===== config.mk =====
export PLATFORM = sky130hd
export DESIGN_NAME = csres_lane
export DESIGN_NICKNAME = d
export VERILOG_FILES = /design/src/assert_macros.svh /design/src/csres_pkg.sv /design/src/csres_lane.sv
export SDC_FILE = /design/constraint.sdc
export NUM_CORES = 2
export LEC_CHECK = 0
export ABC_AREA = 1
export BUFFER_PORTS_ARGS = -buffer_cell sky130_fd_sc_hd__buf_2
export CORE_UTILIZATION = 30
export CTS_CLUSTER_SIZE = 40
export DETAILED_ROUTE_END_ITERATION = 12
export GPL_TIMING_DRIVEN = 0
export MAX_ROUTING_LAYER = met4
export SLEW_MARGIN = 0
export SYNTH_ARGS = -nofsm -noshare
export SYNTH_HDL_FRONTEND = slang
export SYNTH_SLANG_ARGS = --single-unit
export TNS_END_PERCENT = 10

===== constraint.sdc =====
create_clock -name clk_i -period 10.09 [get_ports clk_i]
set_clock_uncertainty 0.1 [all_clocks]
set_input_delay 1.009 -clock clk_i [delete_from_list [all_inputs] [get_ports clk_i]]
set_output_delay 1.009 -clock clk_i [all_outputs]
set_load 0.01 [all_outputs]

===== src/assert_macros.svh =====
// ----------------------------------------------------------------------------
// Assertion macros
// Shared property shorthands, sampled on clk_i and disabled during rst_ni.
// ----------------------------------------------------------------------------
`ifndef ASSERT_MACROS_SVH
`define ASSERT_MACROS_SVH

// same-cycle implication
`define CSRES_ASSERT_IMP(lbl, ante, cons) \
  lbl: assert property (@(posedge clk_i) disable iff (!rst_ni) (ante) |-> (cons)) \
    else $error("csres assertion failed");

// next-cycle implication
`define CSRES_ASSERT_NXT(lbl, ante, cons) \
  lbl: assert property (@(posedge clk_i) disable iff (!rst_ni) (ante) |=> (cons)) \
    else $error("csres assertion failed");

`endif


===== src/csres_pkg.sv =====
// ----------------------------------------------------------------------------
// csres_pkg
// Widths, constants and shared types of the cubic stereo resampler.
// ----------------------------------------------------------------------------
`default_nettype none

package csres_pkg;

  localparam int SMP_W      = 16;
  localparam int FRAC_W     = 16;
  localparam int PHASE_W    = 23;
  localparam int STEP_W     = 23;
  localparam int GAIN_W     = 9;
  localparam int GAIN_FRAC  = 8;
  localparam int CFG_IDX_W  = 1;
  localparam int CFG_DATA_W = 23;
  localparam int MAX_RUN    = 64;
  localparam int RUN_CNT_W  = $clog2(MAX_RUN);
  localparam int NUM_CH     = 2;
  localparam int LANE_STAGES = 4;

  localparam logic [PHASE_W-1:0] PHASE_ONE = PHASE_W'(1) << FRAC_W;
  localparam logic [STEP_W-1:0]  STEP_MIN  = STEP_W'(1024);
  localparam logic [STEP_W-1:0]  STEP_MAX  = STEP_W'(32'h0040_0000);
  localparam logic [STEP_W-1:0]  STEP_RST  = STEP_W'(65536);
  localparam logic [GAIN_W-1:0]  GAIN_MAX  = GAIN_W'(256);

  localparam logic [CFG_IDX_W-1:0] REG_RESAMPLE_STEP = CFG_IDX_W'(0);
  localparam logic [CFG_IDX_W-1:0] REG_GAIN          = CFG_IDX_W'(1);

  // lane datapath widths
  localparam int COEF_W  = SMP_W + 4;
  localparam int A_W     = SMP_W + 1;
  localparam int F_W     = FRAC_W + 1;
  localparam int P1_W    = COEF_W + F_W;
  localparam int INNER_W = COEF_W + 1;
  localparam int P2_W    = INNER_W + F_W;
  localparam int MID_W   = INNER_W + 1;
  localparam int P3_W    = MID_W + F_W;
  localparam int V_W     = MID_W + 1;
  localparam int SCL_W   = SMP_W + GAIN_W + 1;

  localparam logic signed [SMP_W-1:0] SMP_MAX = {1'b0, {(SMP_W-1){1'b1}}};
  localparam logic signed [SMP_W-1:0] SMP_MIN = {1'b1, {(SMP_W-1){1'b0}}};

  typedef struct packed {
    logic valid;
    logic last;
  } issue_t;

endpackage

`default_nettype wire


===== src/csres_lane.sv =====
// ----------------------------------------------------------------------------
// csres_lane
// One channel of the Catmull-Rom interpolator: four registered stages of
// multiply, the last of which clamps and applies the gain.
// ----------------------------------------------------------------------------
`default_nettype none

module csres_lane
  import csres_pkg::*;
(
  input  wire logic                     clk_i,
  input  wire logic                     adv_i,
  input  wire logic [FRAC_W-1:0]        frac_i,
  input  wire logic [GAIN_W-1:0]        gain_i,
  input  wire logic signed [SMP_W-1:0]  pm_i,
  input  wire logic signed [SMP_W-1:0]  p0_i,
  input  wire logic signed [SMP_W-1:0]  p1_i,
  input  wire logic signed [SMP_W-1:0]  p2_i,
  output logic signed [SMP_W-1:0]       sample_o
);

  logic signed [COEF_W-1:0]  pmx, p0x, p1x, p2x;
  logic signed [COEF_W-1:0]  coef_b, coef_c;
  logic signed [A_W-1:0]     coef_a;
  logic signed [F_W-1:0]     frac_s;

  logic signed [A_W-1:0]     a1_q, a2_q;
  logic signed [COEF_W-1:0]  b1_q;
  logic signed [SMP_W-1:0]   p01_q, p02_q, p03_q;
  logic signed [F_W-1:0]     f1_q, f2_q;
  logic signed [P1_W-1:0]    prod1_q;
  logic signed [P2_W-1:0]    prod2_q;
  logic signed [P3_W-1:0]    prod3_q;
  logic signed [SCL_W-1:0]   scaled_q;

  logic signed [INNER_W-1:0] inner;
  logic signed [MID_W-1:0]   mid;
  logic signed [V_W-1:0]     v;
  logic signed [SMP_W-1:0]   v_clamped;
  logic signed [SCL_W-1:0]   gain_s;

  always_comb begin
    pmx    = COEF_W'(pm_i);
    p0x    = COEF_W'(p0_i);
    p1x    = COEF_W'(p1_i);
    p2x    = COEF_W'(p2_i);
    frac_s = $signed({1'b0, frac_i});
    coef_a = A_W'(p1_i) - A_W'(pm_i);
    coef_b = (pmx <<< 1) - (p0x <<< 2) - p0x + (p1x <<< 2) - p2x;
    coef_c = (p0x - p1x) + (p0x - p1x) + (p0x - p1x) + p2x - pmx;
  end

  always_comb begin
    inner = INNER_W'(b1_q) + INNER_W'(prod1_q >>> FRAC_W);
    mid   = MID_W'(a2_q) + MID_W'(prod2_q >>> FRAC_W);
    v     = V_W'(p03_q) + V_W'(prod3_q >>> (FRAC_W + 1));
    if (v > V_W'(SMP_MAX)) begin
      v_clamped = SMP_MAX;
    end else if (v < V_W'(SMP_MIN)) begin
      v_clamped = SMP_MIN;
    end else begin
      v_clamped = SMP_W'(v);
    end
    gain_s = $signed({{(SCL_W-GAIN_W){1'b0}}, gain_i});
  end

  always_ff @(posedge clk_i) begin
    if (adv_i) begin
      a1_q     <= coef_a;
      b1_q     <= coef_b;
      p01_q    <= p0_i;
      f1_q     <= frac_s;
      prod1_q  <= P1_W'(coef_c) * P1_W'(frac_s);

      a2_q     <= a1_q;
      p02_q    <= p01_q;
      f2_q     <= f1_q;
      prod2_q  <= P2_W'(inner) * P2_W'(f1_q);

      p03_q    <= p02_q;
      prod3_q  <= P3_W'(mid) * P3_W'(f2_q);

      scaled_q <= SCL_W'(v_clamped) * gain_s;
    end
  end

  assign sample_o = scaled_q[GAIN_FRAC +: SMP_W];

endmodule

`default_nettype wire


==> impl_metrics.env <==
export IMPL_postLayoutSetupSlackWorst_ns=-0.352
export IMPL_rr_startpoint="a2_q[5]"
export IMPL_antenna_found_initial=19
export IMPL_multi_input_area_um2=43300
export IMPL_row_count=158
export IMPL_final_core_util_pct=33.6
export IMPL_hold_class="register to register"
export IMPL_dpl_worst_slack_ns=-1.99
export IMPL_cts_clk_slew_worst_paths_ns=0.06
export IMPL_hold_viol=0
export IMPL_yosys_area_top_type="fa_1"
export IMPL_synthArstFlopShare_pct=0
export IMPL_syn_avg_cell_area_um2=8.68
export IMPL_gp_congestion=0.966
export IMPL_finalCritPeriodShare_pct=103
export IMPL_maxCapViolations=0
export IMPL_num_fill_cells=19300
export IMPL_wl_per_cell_um=17.1
export IMPL_outcome="complete, but fails checks"
export IMPL_pin_count=107
export IMPL_die_h_um=434
export IMPL_yosys_warnings=0
export IMPL_ant_nets=0
export IMPL_yosysMostFrequentCell="inv_1"
export IMPL_grt_pass1_vias=44500
export IMPL_drtPass1Iterations=6
export IMPL_violations="negative setup slack"
export IMPL_arrival_ns=10.69
export IMPL_viasPerCell=4.56
export IMPL_synthFlopType="edfxtp_1"
export IMPL_max_slew_margin_pct=14.5
export IMPL_cts_sinks=215
export IMPL_die_area_um2=188000
export IMPL_cp_start_kind="input port"
export IMPL_final_seq_area_um2=6460
export IMPL_crit_fanout=5
export IMPL_vias=41900
export IMPL_crit_required_ns=10.34
export IMPL_max_stage_delay_ns=0.54
export IMPL_drive_above_1_share_pct=8.21
export IMPL_dp_hpwl_um=136000
export IMPL_critical_path_slowest_cell="fa_1"
export IMPL_fmax_ghz=0.0958
export IMPL_cts_tree="done"
export IMPL_grt_use_total_pct=17.3
export IMPL_start_util_pct=30.2
export IMPL_critPathKind="input port to register"
export IMPL_setup_violations=12
export IMPL_root_buffer="clkbuf_16"
export IMPL_drt_iter0_drc=2684
export IMPL_fin_nets=8409
export IMPL_synth_seq_area_share_pct=11.5
export IMPL_grtUsageMet1_pct=21.3
export IMPL_synth_edf_count=215
export IMPL_yosysTopAreaCellShare_pct=42.8
export IMPL_wl_um=157000
export IMPL_clk_latency_ns=0.61
export IMPL_syn_nets=8204
export IMPL_area_delta_synth_final_pct=11.4
export IMPL_cp_startpoint="p0_i[2]"
export IMPL_worst_pin_slew_ns=1.28
export IMPL_rsz0062_at_grt="true"
export IMPL_ys_types=51
export IMPL_final_cell_area_um2=62300
export IMPL_synth_seq_cells=215
export IMPL_gr_usage_met3_pct=1.69
export IMPL_grt_pass1_wl_um=247000
export IMPL_slew_violations=0
export IMPL_hp_start="a1_q[8]"
export IMPL_cts_buffer_depth=3
export IMPL_tns_ns=-2.96
export IMPL_synthesis_area_um2=56000
export IMPL_numPortBuffers=105
export IMPL_core_area_um2=185000
export IMPL_htreeDepth=1
export IMPL_numCtsBuffers=27
export IMPL_finalWorstPathRequiredPeriod_ns=10.44
export IMPL_placed_area_um2=59900
export IMPL_drcViolationCount=0
export IMPL_worst_setup_path_end_kind="register"
export IMPL_die_w_um=434
export IMPL_gr_usage_met2_pct=29.4
export IMPL_netlist_top_cells_count="inv_1, fa_1, nand2_1"
export IMPL_grt_busiest_layer="met2"
export IMPL_cts_hold_buf=0
export IMPL_globalRoute_totalOverflow=0
export IMPL_synth_area_leaders="fa_1, inv_1, edfxtp_1, ha_1, nand2_1"
export IMPL_synthCells=6449
export IMPL_grt_max_degree=127
## worst paths after layout
kind / slack [ns] / end / cells past startpoint
setup reg to reg: 0.74 / prod3_q[31] / 35
setup / recovery: -0.35 / prod1_q[34] / 51
hold / removal: 0.29 / a2_q[8] / 0
hold reg to reg: 0.29 / a2_q[8] / 0
## what timing repair did
action                                 CTS  global route
setup endpoints to repair               21            22
pin swaps                               49           101
cloned                                   0             0
resized for setup                       99           130
endpoints found under the hold margin    0             0
setup buffers                           42            31
## metal layers
metal	vias to the layer above	routed length, µm
li1	19400	-
met5	-	0
met3	274	8310
met2	1286	77200
met4	0	6720
met1	20900	64500
## area by class of cell
cell class              instances  area share [%]
clock buffers                  32            1.11
flip-flops and latches        215            10.4
diodes                         16          0.0642
multi-input cells            4315            69.5
clock inverters                17           0.295
repair buffers                178            1.96
inverters                    1788            10.8
well taps                    2480            4.98
plain buffers                 129           0.921
## metrics by stage
stage	hold slack, ns	cells
2_1_floorplan	0.300	6449
3_3_place_gp	0.301	9034
3_5_place_dp	0.305	9036
4_1_cts	0.286	9125
5_1_grt	0.311	9169
6_report	0.291	9170
## kinds of logic (layout without fill, tap and decap cells)
logic type	count (synthesis)	count (layout)	synth area share (%)
AOI/OAI and AO/OA	474	474	4.71
xor gates and xnor gates	203	203	3.18
adders and majority gates	1664	1664	53.3
buffers and inverters	1919	2144	12.9
DFF	215	215	11.5
other	0	16	0
and+or+nand+nor	1974	1974	14.4
## cells in the final DEF (no fill, tap or decap), drive strengths merged, types with 3 or more instances in the layout
master / count
a211oi: 6
a21boi: 6
a21o: 11
a21oi: 266
a221oi: 3
a31oi: 10
and2: 3
buf: 194
clkbuf: 145
clkinv: 30
clkinvlp: 7
diode: 16
edfxtp: 215
fa: 1197
ha: 467
inv: 1766
nand2: 1171
nand3: 105
nand4: 26
nor2: 527
nor3: 36
nor3b: 6
nor4: 7
o211ai: 9
o21a: 10
o21ai: 112
o21bai: 21
o221ai: 4
o31ai: 11
or2: 91
xnor2: 72
xor2: 131
## critical path, delay by kind of cell
family	cells	cell delay (ns)
AND/OR/NAND/NOR	22	2.56
buffers and inverters	7	0.60
AO/OA/AOI/OAI	8	1.06
XOR/XNOR	3	0.62
adder cells (fa/ha/maj)	11	4.81
## state kept, by name (all words and copies together) (netlist names)
register  count
scaled_q     16
p02_q        16
prod3_q      22
f1_q         16
a1_q         17
prod1_q      21
p03_q        16
prod2_q      22
a2_q         17
p01_q        16
b1_q         20
f2_q         16
Power is not shown: default switching activity piles up to over one toggle a cycle in this logic, so the estimate is an artifact.
