--- config.mk ---
export PLATFORM = sky130hd
export DESIGN_NAME = csres_ctrl
export DESIGN_NICKNAME = d
export VERILOG_FILES = /design/src/assert_macros.svh /design/src/csres_pkg.sv /design/src/csres_ctrl.sv
export SDC_FILE = /design/constraint.sdc
export NUM_CORES = 1
export LEC_CHECK = 0
export BUFFER_PORTS_ARGS = -buffer_cell sky130_fd_sc_hd__buf_2
export CAP_MARGIN = 20
export CORE_UTILIZATION = 47
export DETAILED_ROUTE_END_ITERATION = 10
export PLACE_DENSITY = 0.71
export SLEW_MARGIN = 20
export SYNTH_ARGS = -nofsm -noshare
export SYNTH_HDL_FRONTEND = slang
export SYNTH_SLANG_ARGS = --single-unit
--- constraint.sdc ---
create_clock -name clk_i -period 4.2 [get_ports clk_i]
set_clock_uncertainty 0.05 [all_clocks]
set_input_delay 0.21 -clock clk_i [delete_from_list [all_inputs] [get_ports clk_i]]
set_output_delay 0.21 -clock clk_i [all_outputs]
set_load 0.03 [all_outputs]
--- src/assert_macros.svh ---
// ----------------------------------------------------------------------------
// Assertion macros
// Shared property shorthands, sampled on clk_i and disabled during rst_ni.
// ----------------------------------------------------------------------------
`ifndef ASSERT_MACROS_SVH
`define ASSERT_MACROS_SVH

// same-cycle implication
`define CSRES_ASSERT_IMP(lbl, ante, cons) \
  lbl: assert property (@(posedge clk_i) disable iff (!rst_ni) (ante) |-> (cons)) \
    else $error("csres assertion failed");

// next-cycle implication
`define CSRES_ASSERT_NXT(lbl, ante, cons) \
  lbl: assert property (@(posedge clk_i) disable iff (!rst_ni) (ante) |=> (cons)) \
    else $error("csres assertion failed");

`endif

--- src/csres_pkg.sv ---
// ----------------------------------------------------------------------------
// csres_pkg
// Widths, constants and shared types of the cubic stereo resampler.
// ----------------------------------------------------------------------------
`default_nettype none

package csres_pkg;

  localparam int SMP_W      = 16;
  localparam int FRAC_W     = 16;
  localparam int PHASE_W    = 23;
  localparam int STEP_W     = 23;
  localparam int GAIN_W     = 9;
  localparam int GAIN_FRAC  = 8;
  localparam int CFG_IDX_W  = 1;
  localparam int CFG_DATA_W = 23;
  localparam int MAX_RUN    = 64;
  localparam int RUN_CNT_W  = $clog2(MAX_RUN);
  localparam int NUM_CH     = 2;
  localparam int LANE_STAGES = 4;

  localparam logic [PHASE_W-1:0] PHASE_ONE = PHASE_W'(1) << FRAC_W;
  localparam logic [STEP_W-1:0]  STEP_MIN  = STEP_W'(1024);
  localparam logic [STEP_W-1:0]  STEP_MAX  = STEP_W'(32'h0040_0000);
  localparam logic [STEP_W-1:0]  STEP_RST  = STEP_W'(65536);
  localparam logic [GAIN_W-1:0]  GAIN_MAX  = GAIN_W'(256);

  localparam logic [CFG_IDX_W-1:0] REG_RESAMPLE_STEP = CFG_IDX_W'(0);
  localparam logic [CFG_IDX_W-1:0] REG_GAIN          = CFG_IDX_W'(1);

  // lane datapath widths
  localparam int COEF_W  = SMP_W + 4;
  localparam int A_W     = SMP_W + 1;
  localparam int F_W     = FRAC_W + 1;
  localparam int P1_W    = COEF_W + F_W;
  localparam int INNER_W = COEF_W + 1;
  localparam int P2_W    = INNER_W + F_W;
  localparam int MID_W   = INNER_W + 1;
  localparam int P3_W    = MID_W + F_W;
  localparam int V_W     = MID_W + 1;
  localparam int SCL_W   = SMP_W + GAIN_W + 1;

  localparam logic signed [SMP_W-1:0] SMP_MAX = {1'b0, {(SMP_W-1){1'b1}}};
  localparam logic signed [SMP_W-1:0] SMP_MIN = {1'b1, {(SMP_W-1){1'b0}}};

  typedef struct packed {
    logic valid;
    logic last;
  } issue_t;

endpackage

`default_nettype wire

--- src/csres_ctrl.sv ---
// ----------------------------------------------------------------------------
// csres_ctrl
// Configuration registers, tap window, fill state and the phase sequencer
// that issues one result per advancing cycle.
// ----------------------------------------------------------------------------
`default_nettype none

module csres_ctrl
  import csres_pkg::*;
(
  input  wire logic                     clk_i,
  input  wire logic                     rst_ni,
  input  wire logic                     in_valid_i,
  output logic                          in_stall_o,
  input  wire logic signed [SMP_W-1:0]  left_in_i,
  input  wire logic signed [SMP_W-1:0]  right_in_i,
  input  wire logic                     end_of_stream_i,
  input  wire logic                     cfg_we_i,
  input  wire logic [CFG_IDX_W-1:0]     cfg_index_i,
  input  wire logic [CFG_DATA_W-1:0]    cfg_wdata_i,
  input  wire logic                     adv_i,
  output issue_t                        issue_o,
  output logic [FRAC_W-1:0]             frac_o,
  output logic [GAIN_W-1:0]             gain_o,
  output logic signed [SMP_W-1:0]       pm_o [NUM_CH],
  output logic signed [SMP_W-1:0]       p0_o [NUM_CH],
  output logic signed [SMP_W-1:0]       p1_o [NUM_CH],
  output logic signed [SMP_W-1:0]       p2_o [NUM_CH]
);

  localparam logic [1:0] FILL_EMPTY = 2'd0;
  localparam logic [1:0] FILL_ONE   = 2'd1;
  localparam logic [1:0] FILL_TWO   = 2'd2;
  localparam logic [1:0] FILL_RUN   = 2'd3;

  logic [STEP_W-1:0]       step_q;
  logic [GAIN_W-1:0]       gain_q;
  logic signed [SMP_W-1:0] tap_oldest_q  [NUM_CH];
  logic signed [SMP_W-1:0] tap_current_q [NUM_CH];
  logic signed [SMP_W-1:0] tap_next_q    [NUM_CH];
  logic signed [SMP_W-1:0] tap_newest_q  [NUM_CH];
  logic signed [SMP_W-1:0] smp           [NUM_CH];
  logic [PHASE_W-1:0]      phase_q;
  logic [1:0]              fill_q;
  logic                    run_q;
  logic [RUN_CNT_W-1:0]    cnt_q;

  logic                    accept;
  logic                    issue_fire;
  logic                    issue_last;
  logic [PHASE_W-1:0]      phase_sub;
  logic [PHASE_W-1:0]      phase_adv;
  logic [STEP_W-1:0]       step_wr;
  logic [GAIN_W-1:0]       gain_wr;

  assign smp[0] = left_in_i;
  assign smp[1] = right_in_i;

  assign accept     = in_valid_i && !run_q;
  assign issue_fire = run_q && adv_i;
  assign phase_sub  = (phase_q >= PHASE_ONE) ? phase_q - PHASE_ONE : '0;
  assign phase_adv  = phase_q + PHASE_W'(step_q);
  assign issue_last = (phase_adv >= PHASE_ONE) || (cnt_q == RUN_CNT_W'(MAX_RUN - 1));

  always_comb begin
    step_wr = STEP_W'(cfg_wdata_i);
    if (step_wr < STEP_MIN) begin
      step_wr = STEP_MIN;
    end else if (step_wr > STEP_MAX) begin
      step_wr = STEP_MAX;
    end
    gain_wr = cfg_wdata_i[GAIN_W-1:0];
    if (gain_wr > GAIN_MAX) begin
      gain_wr = GAIN_MAX;
    end
  end

  always_ff @(posedge clk_i or negedge rst_ni) begin
    if (!rst_ni) begin
      step_q <= STEP_RST;
      gain_q <= GAIN_MAX;
    end else if (cfg_we_i) begin
      unique case (cfg_index_i)
        REG_RESAMPLE_STEP: step_q <= step_wr;
        REG_GAIN:          gain_q <= gain_wr;
        default: ;
      endcase
    end
  end

  always_ff @(posedge clk_i or negedge rst_ni) begin
    if (!rst_ni) begin
      for (int ch = 0; ch < NUM_CH; ch++) begin
        tap_oldest_q[ch]  <= '0;
        tap_current_q[ch] <= '0;
        tap_next_q[ch]    <= '0;
        tap_newest_q[ch]  <= '0;
      end
      phase_q <= '0;
      fill_q  <= FILL_EMPTY;
      run_q   <= 1'b0;
      cnt_q   <= '0;
    end else if (accept) begin
      cnt_q <= '0;
      if (end_of_stream_i) begin
        if (fill_q == FILL_TWO) begin
          for (int ch = 0; ch < NUM_CH; ch++) begin
            tap_newest_q[ch] <= tap_next_q[ch];
          end
          phase_q <= '0;
          run_q   <= 1'b1;
        end
        fill_q <= FILL_EMPTY;
      end else begin
        unique case (fill_q)
          FILL_EMPTY: begin
            for (int ch = 0; ch < NUM_CH; ch++) begin
              tap_oldest_q[ch]  <= smp[ch];
              tap_current_q[ch] <= smp[ch];
            end
            fill_q <= FILL_ONE;
          end
          FILL_ONE: begin
            for (int ch = 0; ch < NUM_CH; ch++) begin
              tap_next_q[ch] <= smp[ch];
            end
            fill_q <= FILL_TWO;
          end
          FILL_TWO: begin
            for (int ch = 0; ch < NUM_CH; ch++) begin
              tap_newest_q[ch] <= smp[ch];
            end
            phase_q <= '0;
            fill_q  <= FILL_RUN;
            run_q   <= 1'b1;
          end
          default: begin
            for (int ch = 0; ch < NUM_CH; ch++) begin
              tap_oldest_q[ch]  <= tap_current_q[ch];
              tap_current_q[ch] <= tap_next_q[ch];
              tap_next_q[ch]    <= tap_newest_q[ch];
              tap_newest_q[ch]  <= smp[ch];
            end
            phase_q <= phase_sub;
            run_q   <= (phase_sub < PHASE_ONE);
          end
        endcase
      end
    end else if (issue_fire) begin
      phase_q <= phase_adv;
      cnt_q   <= cnt_q + RUN_CNT_W'(1);
      if (issue_last) begin
        run_q <= 1'b0;
      end
    end
  end

  assign in_stall_o    = run_q;
  assign issue_o.valid = run_q;
  assign issue_o.last  = issue_last;
  assign frac_o        = phase_q[FRAC_W-1:0];
  assign gain_o        = gain_q;
  assign pm_o          = tap_oldest_q;
  assign p0_o          = tap_current_q;
  assign p1_o          = tap_next_q;
  assign p2_o          = tap_newest_q;

endmodule

`default_nettype wire

==> impl_results.md <==
* Status: finished, final reports clean
* Worst setup EP type: output port
* R2R Setup Slk at 1.38 ns
* Leak at 5.65 nW
* Slew @ Worst Pin at 1.13 ns
* Total global routing overflow at 0
* Area share of the largest cell type after synthesis at 47.6%
* Hold WS at 0.0241 ns
* Vias in the first global route at 7866
* Library cells used by synthesis at 62
* Post-DP HPWL at 17900 um
* Most frequent cell after synthesis: dfrtp_1
* DIE HEIGHT at 148 um
* Initial DRC Count at 484
* Via density at 5.51
* Worst EP required at 3.94 ns
* Area Growth Syn to Fin at 20.6%
* Syn_area_per_cell at 9.86 um^2
* Period utilisation layout at 83.6%
* Final ANT Viol Nets at 0
* GRT Total Usage at 24.6%
* Hold Crit Depth at 2
* Cell area after synthesis at 9980 um^2
* Routability Congestion at 0.938
* I/O pin count at 218
* Synth area leaders: dfrtp_1 (48%), mux2i_1 (13%), a21oi_1 (7.9%)
* Gate Count Post-Synth at 1012
* Achievable Freq at 285 MHz
* WL per Instance at 17.6 um
* Number of antenna violations at the first check in global routing at 0
* Starting Density at 48.7%
* Pwr Density at 812 nW/um^2
* Register area share after synthesis at 48.2%
* Setup_tns at 0 ns
* Synth async-reset ratio at 100%
* TritonRoute pass-1 iters at 5
* Total CTS buffers at 17
* Cell count of the worst reg-to-reg path at 9
* RSZ-0062 raised after global routing: no
* Startpoint types: flip-flop
* Type of the tightest min-delay check: in -> reg
* Critical Path Fanout Max at 7
* Critical path class: reg -> out
* Fin crit period at 3.51 ns
* Htree depth at 4
* Die Wd at 148 um
* Ys flop type: dfrtp_1
* CTS tree: yes
* Synthesized Nets at 1103
* Clk slew on worst S/H paths at 0.08 ns
* Post-synth EDFFs at 0
* Arrival @ worst endpoint at 3.25 ns
* Area leader, netlist: dfrtp_1
* Max Cap Viol at 0
* # setup viols final at 0
* Die area at 21800 um^2
* Root Buffer: clkbuf_16
* Post-synth top cells: dfrtp_1 (190), a21oi_1 (157), nor2_1 (154)
* Core area at 20500 um^2
* FF+latch count, synth at 192
* Via count at 8197
* Clock sinks at 192
* Count of input and output buffers at 217
* ANT cells at 0
* Rows at 52
* Maximum clock insertion buffer count at 2
* Global-route wire length before repair at 42200 um
* Pins Over Slew Limit at 0
* Peak VDD IR at 466 uV
* Slew HR at 24.7%
* Total Wirelength at 26300 um
* Layout cells sized above 1 at 23.1%
* Drt drc at 0
* Clk Latency, worst-skew pair at 0.44 ns
* Nets at 1297
* Largest net degree at the start of global routing at 109
* Synth warn at 0
* Hold Vio Cnt, Final at 0
[repair_timing]
action / in CTS / in global routing
hold buffers: 20 / 0
buffers inserted: 0 / 0
endpoints found under the hold margin: 125 / 0
resized for setup: 0 / 0
[logic make-up after synthesis]
family	synth area share, %
buffers and inverters	4.10
multiplexers	13.3
AO/OA/AOI/OAI	16.6
flip-flops	48.2
adder cells (fa/ha/maj)	3.71
AND/OR/NAND/NOR	12.2
XOR/XNOR	1.89
[worst max-delay path: stages (launching register included)]
cell	delay, ns
dfrtp_1	0.41
ha_1	0.42
nand2_1	0.10
nor3_1	0.45
o211ai_1	0.28
nand4_1	0.15
nor3b_1	0.29
o311a_1	0.22
nand4_1	0.14
nand2b_1	0.18
buf_2	0.17
[sequential cells by signal (all words and copies together), names as in the netlist]
register    cells
cnt_q           6
fill_q          2
gain_o          9
in_stall_o      1
p0_o           32
p1_o           32
p2_o           32
phase_q        23
pm_o           32
step_q         23
[cells in the final DEF (no fill, tap or decap), drive strengths merged, types with 5 or more instances in the layout]
cell type and count:
nor3 9, o22ai 5, clkinv 8, a22o 25, dfrtp 190, dlygate4sd3 20, o21ai 41, nor4 10
a21oi 157, nand4 5, nand2b 20, nor2 154, nand2 52, clkbuf 18, a211o 5, buf 229
ha 28, a211oi 5, mux2i 128, inv 19, xnor2 8, a21o 8, xor2 11, nand3 6
[worst paths after layout]
path	endpoint	from
min in group asynchronous	phase_q[12]	rst_ni
max in group asynchronous	cnt_q[1]	rst_ni
worst min-delay path	step_q[15]	cfg_wdata_i[15]
worst max-delay path	issue_o[0]	phase_q[14]
worst min register to register	gain_o[3]	gain_o[3]
worst max register to register	in_stall_o	phase_q[14]
[cell type report]
| cell class | count | area (um^2) |
|---|---|---|
| fill | 1764 | 8460 |
| sequential | 192 | 4810 |
| multi-input combinational | 732 | 4800 |
| timing repair buffer | 250 | 1390 |
| clock buffer | 17 | 425 |
| tap | 270 | 338 |
| clock inverter | 15 | 220 |
| inverter | 13 | 48.8 |
[report_power, final]
group	internal (mW)	switching, mW
clock	0.835	0.886
sequential	2.55	0.567
combinational	1.67	3.26
[through the flow]
stage          power, mW  worst slack [ns]  area, um^2  std cells  util, %
6_report            9.78             0.687       12000       1489     58.7
5_1_grt             10.4             0.379       12000       1489     58.7
4_1_cts             9.83             0.676       12000       1489     58.7
3_5_place_dp        8.07              1.17       11200       1437     54.6
3_3_place_gp        7.98              1.25       11200       1437     54.6
2_1_floorplan       6.69              1.49        9980       1012        -
[routing by layer]
metal | up-vias | share of wire, % | GRT usage (%)
li1 | 3983 | - | -
met1 | 3918 | 44 | 32.0
met2 | 254 | 47 | 38.9
met3 | 42 | 6.3 | 7.10
met4 | 0 | 2.6 | 9.23
met5 | - | 0 | 0
No activity file was read; power rests on OpenSTA's default activity.
