$ cat src/assert_macros.svh
// ----------------------------------------------------------------------------
// Assertion macros
// Shared property shorthands, sampled on clk_i and disabled during rst_ni.
// ----------------------------------------------------------------------------
`ifndef ASSERT_MACROS_SVH
`define ASSERT_MACROS_SVH

// same-cycle implication
`define CSRES_ASSERT_IMP(lbl, ante, cons) \
  lbl: assert property (@(posedge clk_i) disable iff (!rst_ni) (ante) |-> (cons)) \
    else $error("csres assertion failed");

// next-cycle implication
`define CSRES_ASSERT_NXT(lbl, ante, cons) \
  lbl: assert property (@(posedge clk_i) disable iff (!rst_ni) (ante) |=> (cons)) \
    else $error("csres assertion failed");

`endif

$ cat src/csres_pkg.sv
// ----------------------------------------------------------------------------
// csres_pkg
// Widths, constants and shared types of the cubic stereo resampler.
// ----------------------------------------------------------------------------
`default_nettype none

package csres_pkg;

  localparam int SMP_W      = 16;
  localparam int FRAC_W     = 16;
  localparam int PHASE_W    = 23;
  localparam int STEP_W     = 23;
  localparam int GAIN_W     = 9;
  localparam int GAIN_FRAC  = 8;
  localparam int CFG_IDX_W  = 1;
  localparam int CFG_DATA_W = 23;
  localparam int MAX_RUN    = 64;
  localparam int RUN_CNT_W  = $clog2(MAX_RUN);
  localparam int NUM_CH     = 2;
  localparam int LANE_STAGES = 4;

  localparam logic [PHASE_W-1:0] PHASE_ONE = PHASE_W'(1) << FRAC_W;
  localparam logic [STEP_W-1:0]  STEP_MIN  = STEP_W'(1024);
  localparam logic [STEP_W-1:0]  STEP_MAX  = STEP_W'(32'h0040_0000);
  localparam logic [STEP_W-1:0]  STEP_RST  = STEP_W'(65536);
  localparam logic [GAIN_W-1:0]  GAIN_MAX  = GAIN_W'(256);

  localparam logic [CFG_IDX_W-1:0] REG_RESAMPLE_STEP = CFG_IDX_W'(0);
  localparam logic [CFG_IDX_W-1:0] REG_GAIN          = CFG_IDX_W'(1);

  // lane datapath widths
  localparam int COEF_W  = SMP_W + 4;
  localparam int A_W     = SMP_W + 1;
  localparam int F_W     = FRAC_W + 1;
  localparam int P1_W    = COEF_W + F_W;
  localparam int INNER_W = COEF_W + 1;
  localparam int P2_W    = INNER_W + F_W;
  localparam int MID_W   = INNER_W + 1;
  localparam int P3_W    = MID_W + F_W;
  localparam int V_W     = MID_W + 1;
  localparam int SCL_W   = SMP_W + GAIN_W + 1;

  localparam logic signed [SMP_W-1:0] SMP_MAX = {1'b0, {(SMP_W-1){1'b1}}};
  localparam logic signed [SMP_W-1:0] SMP_MIN = {1'b1, {(SMP_W-1){1'b0}}};

  typedef struct packed {
    logic valid;
    logic last;
  } issue_t;

endpackage

`default_nettype wire

$ cat src/csres_merge.sv
// ----------------------------------------------------------------------------
// csres_merge
// Tracks valid and last alongside the lanes and joins both channels into
// the output register; generates the pipeline advance.
// ----------------------------------------------------------------------------
`default_nettype none

module csres_merge
  import csres_pkg::*;
(
  input  wire logic                     clk_i,
  input  wire logic                     rst_ni,
  input  wire issue_t                   issue_i,
  input  wire logic signed [SMP_W-1:0]  left_smp_i,
  input  wire logic signed [SMP_W-1:0]  right_smp_i,
  output logic                          adv_o,
  output logic                          out_valid_o,
  input  wire logic                     out_stall_i,
  output logic signed [SMP_W-1:0]       left_out_o,
  output logic signed [SMP_W-1:0]       right_out_o,
  output logic                          last_o
);

  issue_t                  stage_q [LANE_STAGES];
  logic                    out_valid_q;
  logic                    out_last_q;
  logic signed [SMP_W-1:0] left_q;
  logic signed [SMP_W-1:0] right_q;

  assign adv_o = !out_valid_q || !out_stall_i;

  always_ff @(posedge clk_i or negedge rst_ni) begin
    if (!rst_ni) begin
      for (int s = 0; s < LANE_STAGES; s++) begin
        stage_q[s] <= '0;
      end
      out_valid_q <= 1'b0;
    end else if (adv_o) begin
      stage_q[0] <= issue_i;
      for (int s = 1; s < LANE_STAGES; s++) begin
        stage_q[s] <= stage_q[s-1];
      end
      out_valid_q <= stage_q[LANE_STAGES-1].valid;
    end
  end

  always_ff @(posedge clk_i) begin
    if (adv_o) begin
      out_last_q <= stage_q[LANE_STAGES-1].last;
      left_q     <= left_smp_i;
      right_q    <= right_smp_i;
    end
  end

  assign out_valid_o = out_valid_q;
  assign last_o      = out_last_q;
  assign left_out_o  = left_q;
  assign right_out_o = right_q;

endmodule

`default_nettype wire

$ cat config.mk
export PLATFORM = sky130hd
export DESIGN_NAME = csres_merge
export DESIGN_NICKNAME = d
export VERILOG_FILES = /design/src/assert_macros.svh /design/src/csres_pkg.sv /design/src/csres_merge.sv
export SDC_FILE = /design/constraint.sdc
export NUM_CORES = 1
export LEC_CHECK = 0
export BUFFER_PORTS_ARGS = -buffer_cell sky130_fd_sc_hd__clkbuf_2
export CORE_AREA = 5 5 48 92
export DETAILED_ROUTE_END_ITERATION = 6
export DIE_AREA = 0 0 53 97
export PLACE_DENSITY = 0.71
export RECOVER_POWER = 50
export SLEW_MARGIN = 20
export SYNTH_ARGS = -nofsm -noshare
export SYNTH_HDL_FRONTEND = slang
export SYNTH_SLANG_ARGS = --single-unit
$ cat constraint.sdc
create_clock -name clk_i -period 1.4 [get_ports clk_i]
set_clock_uncertainty 0.2 [all_clocks]
set_input_delay 0.14 -clock clk_i [delete_from_list [all_inputs] [get_ports clk_i]]
set_output_delay 0.14 -clock clk_i [all_outputs]
set_load 0.02 [all_outputs]
==> results of run 1 <==
[area by class of cell]
cell class	instances	area, µm²	share of cell area [%]
clock buffers	6	82.6	3.56
clock inverters	2	60.1	2.59
multi-input cells	11	154	6.64
flip-flops and latches	42	1220	52.5
well taps	49	61.3	2.65
repair buffers	111	742	32.0
[metrics by stage]
stage	setup slack (ns)	instances	total power [mW]
after floorplan	0.0102	52	2.41
after global placement	0.0981	174	2.74
after detailed placement	0.0710	174	2.78
after CTS	0.0320	221	4.06
after global routing	0.0217	221	4.19
final	0.0579	221	4.01
[layer usage]
layer / vias to the layer above / share of wire (%) / track usage [%]
li1: 438 / - / -
met1: 437 / 32 / 14.0
met2: 56 / 56 / 25.9
met3: 8 / 9.5 / 4.92
met4: 0 / 2.4 / 5.51
met5: - / 0 / 0
[flip-flops by register name, summed over array words and instances, names as in the netlist]
signal       count
out_valid_o      1
left_out_o      16
stage_q          8
last_o           1
right_out_o     16
[repair_timing]
action | 4_1_cts | 5_1_grt
hold buffers | 35 | 0
setup endpoints to repair | 1 | 0
setup buffers | 3 | 0
hold endpoints to repair | 43 | 0
[worst max-delay path by stage]
stage | depth (start not counted) | start | endpoint | slack [ns]
after global placement | 2 | out_valid_o$_DFFE_PN0P_ | right_out_o[15]$_DFFE_PP_ | 0.1
final | 2 | out_valid_o$_DFFE_PN0P_ | adv_o | 0.06
after global routing | 2 | out_valid_o$_DFFE_PN0P_ | adv_o | 0.02
after floorplan | 2 | out_valid_o$_DFFE_PN0P_ | stage_q[0]$_DFFE_PN0P_ | 0.01
after CTS | 2 | out_valid_o$_DFFE_PN0P_ | adv_o | 0.03
after detailed placement | 2 | out_valid_o$_DFFE_PN0P_ | right_out_o[13]$_DFFE_PP_ | 0.07
[where the power goes]
group          internal, mW  switching, mW
Sequential             1.71          0.146
Combinational         0.465          0.551
Clock                 0.760          0.381
[cells in the final DEF, fill, tap and decap left out]
cell                             n
sky130_fd_sc_hd__clkbuf_2       60
sky130_fd_sc_hd__dlygate4sd3_1  35
sky130_fd_sc_hd__edfxtp_1       33
sky130_fd_sc_hd__clkbuf_1       11
sky130_fd_sc_hd__mux2_4          8
sky130_fd_sc_hd__dfrtp_1         8
sky130_fd_sc_hd__clkbuf_8        6
sky130_fd_sc_hd__buf_4           4
sky130_fd_sc_hd__bufinv_16       2
sky130_fd_sc_hd__nand2_8         1
sky130_fd_sc_hd__or2b_1          1
sky130_fd_sc_hd__nand2_2         1
sky130_fd_sc_hd__dfrtp_2         1
sky130_fd_sc_hd__buf_12          1
[logic make-up after synthesis]
family	synth area share [%]
flops	89.8
mux	8.86
simple gates	1.39
==> results_dict.tcl, run 1 <==
set metrics [dict create \
    synthesis.instances 52 \
    finalWeightedCongestion 0.699 \
    top_ports 72 \
    io_buffers 71 \
    detailedRoute.firstPassIterationCount 4 \
    setup.worst_path.end_class "primary output" \
    synthFlopType "sky130_fd_sc_hd__edfxtp_1" \
    critPathArrivalTime_ns 1.00 \
    antenna_found_initial 0 \
    synth.yosys.seq_area_share_pct 89.8 \
    post-dp-hpwl_um 2140 \
    cp_max_fo 4 \
    period_needed_ns 1.34 \
    final-hold-violation-count 0 \
    num_vias 939 \
    status "completed" \
    hold_slack_ns 0.133 \
    synth_edf_count 33 \
    cts.reportedPaths.clkPinSlew_ns 0.08 \
    yosys.area.top_type_share_pct 73.1 \
    ratio_of_cells_with_drive_above_1_in_the_final_layout_pct 48.8 \
    detail_route.iter0.violations 17 \
    chipHeight_um 97 \
    synth.net_count 89 \
    die_area_um2 5140 \
    synth.most_common_cell "sky130_fd_sc_hd__edfxtp_1" \
    globalRouteTotalUtil_pct 14.3 \
    netlist-cell-type-count 5 \
    netlist.top_cell.by_area "sky130_fd_sc_hd__edfxtp_1" \
    powerDensity_nw_per_um2 1730 \
    grt.overflow.total 0 \
    initial_utilization_pct 37.6 \
    rsz0062_at_grt "no" \
    dpl-instance-area_um2 1810 \
    timing.critical_path.slowest_stage_cell "sky130_fd_sc_hd__dfrtp_2" \
    max_freq_mhz 745 \
    worstSetupPathType "flop to primary output" \
    tritoncts_clock_tree "yes" \
    wl_per_cell_um 15.5 \
    synth.ff_latch_count 42 \
    cts_buffer_depth 2 \
    setup_viol 0 \
    detail-route-antenna-nets 0 \
    timing.max_cap.violations 0 \
    slew_headroom_pct 67.5 \
    peak_vdd_ir_uv 1230 \
    worstSkewPairLatency_ns 0.29 \
    cts_root_buf "sky130_fd_sc_hd__clkbuf_8" \
    cpPeakStageDelay_ns 0.47 \
    finish.utilization_pct 64.2 \
    final_max_slew_viol_count 0 \
    syn_to_final_growth_pct 71.0 \
    cts.htree.levels 2 \
    synth.cells.most_frequent "sky130_fd_sc_hd__edfxtp_1 (33), sky130_fd_sc_hd__dfrtp_1 (9), sky130_fd_sc_hd__mux2_4 (8)" \
    cts.repair.resized 0 \
    post-route-period-util_pct 95.9 \
    ys_async_rst_share_pct 21.4 \
    critPathLaunchType "flop" \
    setup_total_negative_slack_ns 0 \
    ys_top_cells_by_area "sky130_fd_sc_hd__edfxtp_1 (73%), sky130_fd_sc_hd__dfrtp_1 (17%), sky130_fd_sc_hd__mux2_4 (8.9%), sky130_fd_sc_hd__nand2_4 (0.83%), sky130_fd_sc_hd__or2b_1 (0.55%)" \
    numClockSinks 42 \
    synthesis.area_um2 1360 \
    antenna-diode-count 0 \
    grt_pass1_vias 1065 \
    core_area_um2 3610 \
    rows 31 \
    num-fill-cells 258 \
    worst_r2r_endpoint "stage_q[2]$_DFFE_PN0P_" \
    yosysWarningCount 0 \
    grt_start_max_net_pins 16 \
    postSynthAreaPerCell_um2 26.1 \
    hold_class "primary input to async pin" \
    first_pass_grt_wire_length_um 5320 \
    crit-reg2reg-launch "out_valid_o$_DFFE_PN0P_" \
    internal_reg_to_reg_setup_slack_ns 0.06 \
    endpoint_required_time_on_the_critical_path_ns 1.06 \
    crit_path_max_delay_family "flip-flops" \
    finalWirelength_um 3420 \
    final_cell_area_um2 2320 \
    detail_route.drc_violations 0 \
    die_w_um 53 \
    r2r.worst_path.cells 3 \
    total_leakage_power_nw 1.02 \
    tritoncts.num_buffers 5 \
    routed_via_density 4.25 \
    final_nets 208 \
    crit_path_cell_trace "nand2_8 > clkbuf_2" \
    critical_path_buf_inv_count 1 \
    tightestPinTransition_ns 0.487 \
]
Power figures use the tool's default switching activity.
==> run 2, diff against run 1 <==
CORE_AREA = 5 5 59 113   (was 5 5 48 92)
DIE_AREA = 0 0 64 118   (was 0 0 53 97)
PLACE_DENSITY = not set   (was 0.71)
==> run 2 against run 1 <==
  * Fmax up 0.97%
  * Utilization down 23 points
  * Highest routed layer unchanged
  * Count of clock-buffer cells in the layout up 1
==> results_dict.tcl, run 2 (synthesis results as in run 1) <==
set metrics [dict create \
    status "completed" \
    tritoncts.num_buffers 5 \
    total_leakage_power_nw 1.02 \
    timing.critical_path.slowest_stage_cell "sky130_fd_sc_hd__dfrtp_2" \
    cts.htree.levels 2 \
    worst_slack_ns 0.0707 \
    most-common-layout-cells "sky130_fd_sc_hd__clkbuf_2 (53), sky130_fd_sc_hd__dlygate4sd3_1 (35), sky130_fd_sc_hd__edfxtp_1 (33)" \
    grt_pass1_vias 1005 \
    top_ports 72 \
    crit_path_max_delay_family "flip-flops" \
    hold_slack_ns 0.103 \
    powerDensity_nw_per_um2 1760 \
    detailedRoute.firstPassIterationCount 4 \
    post-route-period-util_pct 94.9 \
    grt_start_max_net_pins 15 \
    numClockSinks 42 \
    critPathLaunchType "flop" \
    finalWirelength_um 3350 \
    post-place-ws_ns 0.0715 \
    final_common_cell "sky130_fd_sc_hd__clkbuf_2" \
    worstSkewPairLatency_ns 0.28 \
    tightestPinTransition_ns 0.476 \
    detail_route.iter0.violations 26 \
    core_area_um2 5710 \
    timing.max_cap.violations 0 \
    final_nets 208 \
    globalRouteTotalUtil_pct 9.16 \
    crit_path_cell_trace "nand2_8 > clkbuf_2" \
    die_area_um2 7550 \
    num_vias 908 \
    cp_max_fo 6 \
    initial_utilization_pct 23.7 \
    setup_total_negative_slack_ns 0 \
    cts.reportedPaths.clkPinSlew_ns 0.05 \
    detail-route-antenna-nets 0 \
    dpl-instance-area_um2 1820 \
    slew_headroom_pct 68.3 \
    final-hold-violation-count 0 \
    wl_per_cell_um 14.4 \
    max_freq_mhz 752 \
    endpoint_required_time_on_the_critical_path_ns 1.06 \
    final_cell_area_um2 2360 \
    cts_buffer_depth 2 \
    rows 39 \
    final_max_slew_viol_count 0 \
    io_buffers 71 \
    critical_path_buf_inv_count 1 \
    chipHeight_um 118 \
    setup_viol 0 \
    final_cells 233 \
    hold_class "primary input to flop" \
    syn_to_final_growth_pct 74.1 \
    p_total_mw 4.16 \
    peak_vdd_ir_uv 1070 \
    period_needed_ns 1.33 \
    finish.utilization_pct 41.3 \
    rsz0062_at_grt "no" \
    grt.overflow.total 0 \
    dp_cells 186 \
    finalWeightedCongestion 0.635 \
    cpPeakStageDelay_ns 0.44 \
    antenna_found_initial 0 \
    first_pass_grt_wire_length_um 5150 \
    die_w_um 64 \
    setup.worst_path.end_class "primary output" \
    critPathArrivalTime_ns 0.99 \
    tritoncts_clock_tree "yes" \
    cts_root_buf "sky130_fd_sc_hd__clkbuf_16" \
    ratio_of_cells_with_drive_above_1_in_the_final_layout_pct 44.2 \
    detail_route.drc_violations 0 \
    worstSetupPathType "flop to primary output" \
    routed_via_density 3.90 \
    antenna-diode-count 0 \
]
-- run 2: cell types whose count changed in the layout (fill, tap and decap cells not counted), moves of 5 or more --
cell / previous run / this run
sky130_fd_sc_hd__clkbuf_16: 0 / 5
sky130_fd_sc_hd__clkbuf_1: 11 / 19
sky130_fd_sc_hd__clkbuf_8: 6 / 1
sky130_fd_sc_hd__clkbuf_2: 60 / 53
-- run 2: area by class of cell --
class | count | area [µm²]
clock buffers | 7 | 143
well taps | 61 | 76.3
repair buffers | 111 | 733
flip-flops and latches | 42 | 1220
multi-input cells | 11 | 159
fillers | 521 | 3350
clock inverters | 1 | 30.0
-- run 2: repair_timing --
action,in CTS,in global routing
hold buffers,35,0
resized for setup,0,0
endpoints found under the hold margin,43,0
setup endpoints to repair,1,1
pin swaps,1,0
buffers inserted,2,1
cloned,1,0
-- run 2: layer usage --
layer | GRT usage, % | vias to the layer above | routed length (µm)
met5 | 0 | - | 0
met4 | 5.98 | 0 | 74
met3 | 2.39 | 6 | 225
met2 | 17.5 | 43 | 2050
met1 | 7.64 | 418 | 993
li1 | - | 441 | -
-- run 2: worst paths after layout --
kind	start	endpoint	slack (ns)	depth (start not counted)
setup / recovery	out_valid_o$_DFFE_PN0P_	adv_o	0.07	2
hold / removal	out_stall_i	left_out_o[13]$_DFFE_PP_	0.10	2
setup reg to reg	out_valid_o$_DFFE_PN0P_	stage_q[5]$_DFFE_PN0P_	0.09	3
hold reg to reg	stage_q[0]$_DFFE_PN0P_	last_o$_DFFE_PP_	0.27	0
max in group asynchronous	rst_ni	out_valid_o$_DFFE_PN0P_	0.51	2
min in group asynchronous	rst_ni	stage_q[4]$_DFFE_PN0P_	0.13	2
-- run 2: worst reg2reg max path, cell delays in order, from the launching register on --
cell and delay [ns]:
sky130_fd_sc_hd__dfrtp_2 0.44, sky130_fd_sc_hd__nand2_8 0.10, sky130_fd_sc_hd__buf_4 0.16, sky130_fd_sc_hd__mux2_4 0.30
-- run 2: where the power goes --
group	total (mW)	leakage [nW]	switching (mW)	internal (mW)
Sequential	1.85	0.435	0.134	1.71
Combinational	1.03	0.501	0.560	0.465
Clock	1.29	0.0841	0.399	0.889
Total	4.16	1.02	1.09	3.07
==> run 3, diff against run 2 <==
GPL_TIMING_DRIVEN = 0   (was not set)
PLACE_DENSITY = 0.52   (was not set)
SKIP_CTS_REPAIR_TIMING = 1   (was not set)
==> run 3 against run 2 <==
  * Wire length fell by 5.9%
  * Sequential share of layout area is 0.22 points lower
  * Fmax rose by 1.2%
  * Largest cell class unchanged
  * First-iteration DRC count is 50% lower
==> results_dict.tcl, run 3 (synthesis results as in run 1) <==
set metrics [dict create \
    post-place-ws_ns 0.00203 \
    routed_via_density 4.01 \
    antenna_found_initial 0 \
    critical_path_depth 2 \
    cts.reportedPaths.clkPinSlew_ns 0.06 \
    final_nets 208 \
    tritoncts_clock_tree "yes" \
    numClockSinks 42 \
    globalRouteTotalUtil_pct 7.17 \
    peak_vdd_ir_uv 1310 \
    first_pass_grt_wire_length_um 4220 \
    grt_pass1_vias 870 \
    ratio_of_cells_with_drive_above_1_in_the_final_layout_pct 44.8 \
    powerDensity_nw_per_um2 1770 \
    cts_buffer_depth 2 \
    detail-route-antenna-nets 0 \
    final_cells 233 \
    finalWirelength_um 3150 \
    detail_route.iter0.violations 13 \
    final_cell_area_um2 2370 \
    rows 39 \
    grt_start_max_net_pins 44 \
    cts_root_buf "sky130_fd_sc_hd__clkbuf_16" \
    io_buffers 71 \
    worst_slack_ns 0.0863 \
    crit_path_cell_trace "nand2_8 > buf_2" \
    finish.utilization_pct 41.5 \
    dpl-instance-area_um2 1800 \
    grt.overflow.total 0 \
    worstSetupPathType "flop to primary output" \
    top_ports 72 \
    core_area_um2 5710 \
    worstSkewPairLatency_ns 0.28 \
    slew_headroom_pct 64.4 \
    final_common_cell "sky130_fd_sc_hd__clkbuf_2" \
    setup.worst_path.end_class "primary output" \
    setup_viol 0 \
    max_freq_mhz 761 \
    post-route-period-util_pct 93.8 \
    die_w_um 64 \
    setup_total_negative_slack_ns 0 \
    dp_cells 184 \
    status "completed" \
    antenna-diode-count 0 \
    num-fill-cells 532 \
    r2r.worst_path.cells 3 \
    hold_class "primary input to async pin" \
    period_needed_ns 1.31 \
    endpoint_required_time_on_the_critical_path_ns 1.06 \
    final-hold-violation-count 0 \
    crit_path_max_delay_family "flip-flops" \
    cpPeakStageDelay_ns 0.46 \
    syn_to_final_growth_pct 74.8 \
    num_vias 934 \
    final_max_slew_viol_count 0 \
    cp_max_fo 3 \
    initial_utilization_pct 23.7 \
    timing.max_cap.violations 0 \
    critical_path_buf_inv_count 1 \
    tightestPinTransition_ns 0.535 \
    total_leakage_power_nw 1.01 \
    wl_per_cell_um 13.5 \
    chipHeight_um 118 \
    detailedRoute.firstPassIterationCount 2 \
    critPathArrivalTime_ns 0.97 \
    detail_route.drc_violations 0 \
    timing.critical_path.slowest_stage_cell "sky130_fd_sc_hd__dfrtp_2" \
    most-common-layout-cells "sky130_fd_sc_hd__clkbuf_2 (52), sky130_fd_sc_hd__dlygate4sd3_1 (35), sky130_fd_sc_hd__edfxtp_1 (33)" \
    post-dp-hpwl_um 2070 \
    finalWeightedCongestion 0.613 \
    critPathLaunchType "flop" \
    rsz0062_at_grt "no" \
    die_area_um2 7550 \
    cts.htree.levels 2 \
    tritoncts.num_buffers 5 \
]
==> run 3: changes by cell type in the layout (fill, tap and decap cells not counted), sizes merged <==
| cell | delta |
|---|---|
| clkbuf | -3 |
| clkinvlp | +2 |
| nand2 | +1 |
==> run 3: final cells by class <==
| cell class | count | area (µm²) | share of cell area [%] |
|---|---|---|---|
| Sequential cell | 42 | 1220 | 51.4 |
| Tap cell | 61 | 76.3 | 3.22 |
| Timing Repair Buffer | 110 | 726 | 30.6 |
| Multi-Input combinational cell | 12 | 179 | 7.55 |
| Clock inverter | 3 | 45.0 | 1.90 |
| Clock buffer | 5 | 125 | 5.28 |
==> run 3: per-stage QoR <==
stage	hold WS (ns)	total power [mW]
after floorplan	-0.356	2.41
after global placement	-0.188	2.70
after detailed placement	-0.187	2.73
after CTS	-0.485	4.06
after global routing	0.189	4.41
final	0.149	4.19
==> run 3: layer usage <==
layer  GRT usage [%]  wire, µm
met5               0         0
met4            2.99        65
met3            3.44       290
met2            12.0      1640
met1            7.40      1160
==> run 3: final timing paths <==
check / startpoint / slack, ns / to
worst max-delay path: out_valid_o$_DFFE_PN0P_ / 0.09 / adv_o
worst min-delay path: rst_ni / 0.15 / stage_q[6]$_DFFE_PN0P_
worst max register to register: out_valid_o$_DFFE_PN0P_ / 0.09 / stage_q[2]$_DFFE_PN0P_
worst min register to register: stage_q[1]$_DFFE_PN0P_ / 0.26 / out_valid_o$_DFFE_PN0P_
max in group asynchronous: rst_ni / 0.47 / out_valid_o$_DFFE_PN0P_
min in group clk_i: out_stall_i / 0.25 / right_out_o[8]$_DFFE_PP_
==> run 3: worst register-to-register path: stages (launching register included) <==
cell	delay (ns)
sky130_fd_sc_hd__dfrtp_2	0.46
sky130_fd_sc_hd__nand2_8	0.08
sky130_fd_sc_hd__buf_4	0.16
sky130_fd_sc_hd__mux2_4	0.30
==> run 3: power breakdown <==
group | leakage (nW) | internal (mW) | switching [mW]
sequential | 0.435 | 1.71 | 0.137
clock | 0.0760 | 0.839 | 0.450
combinational | 0.501 | 0.480 | 0.574
total | 1.01 | 3.03 | 1.16
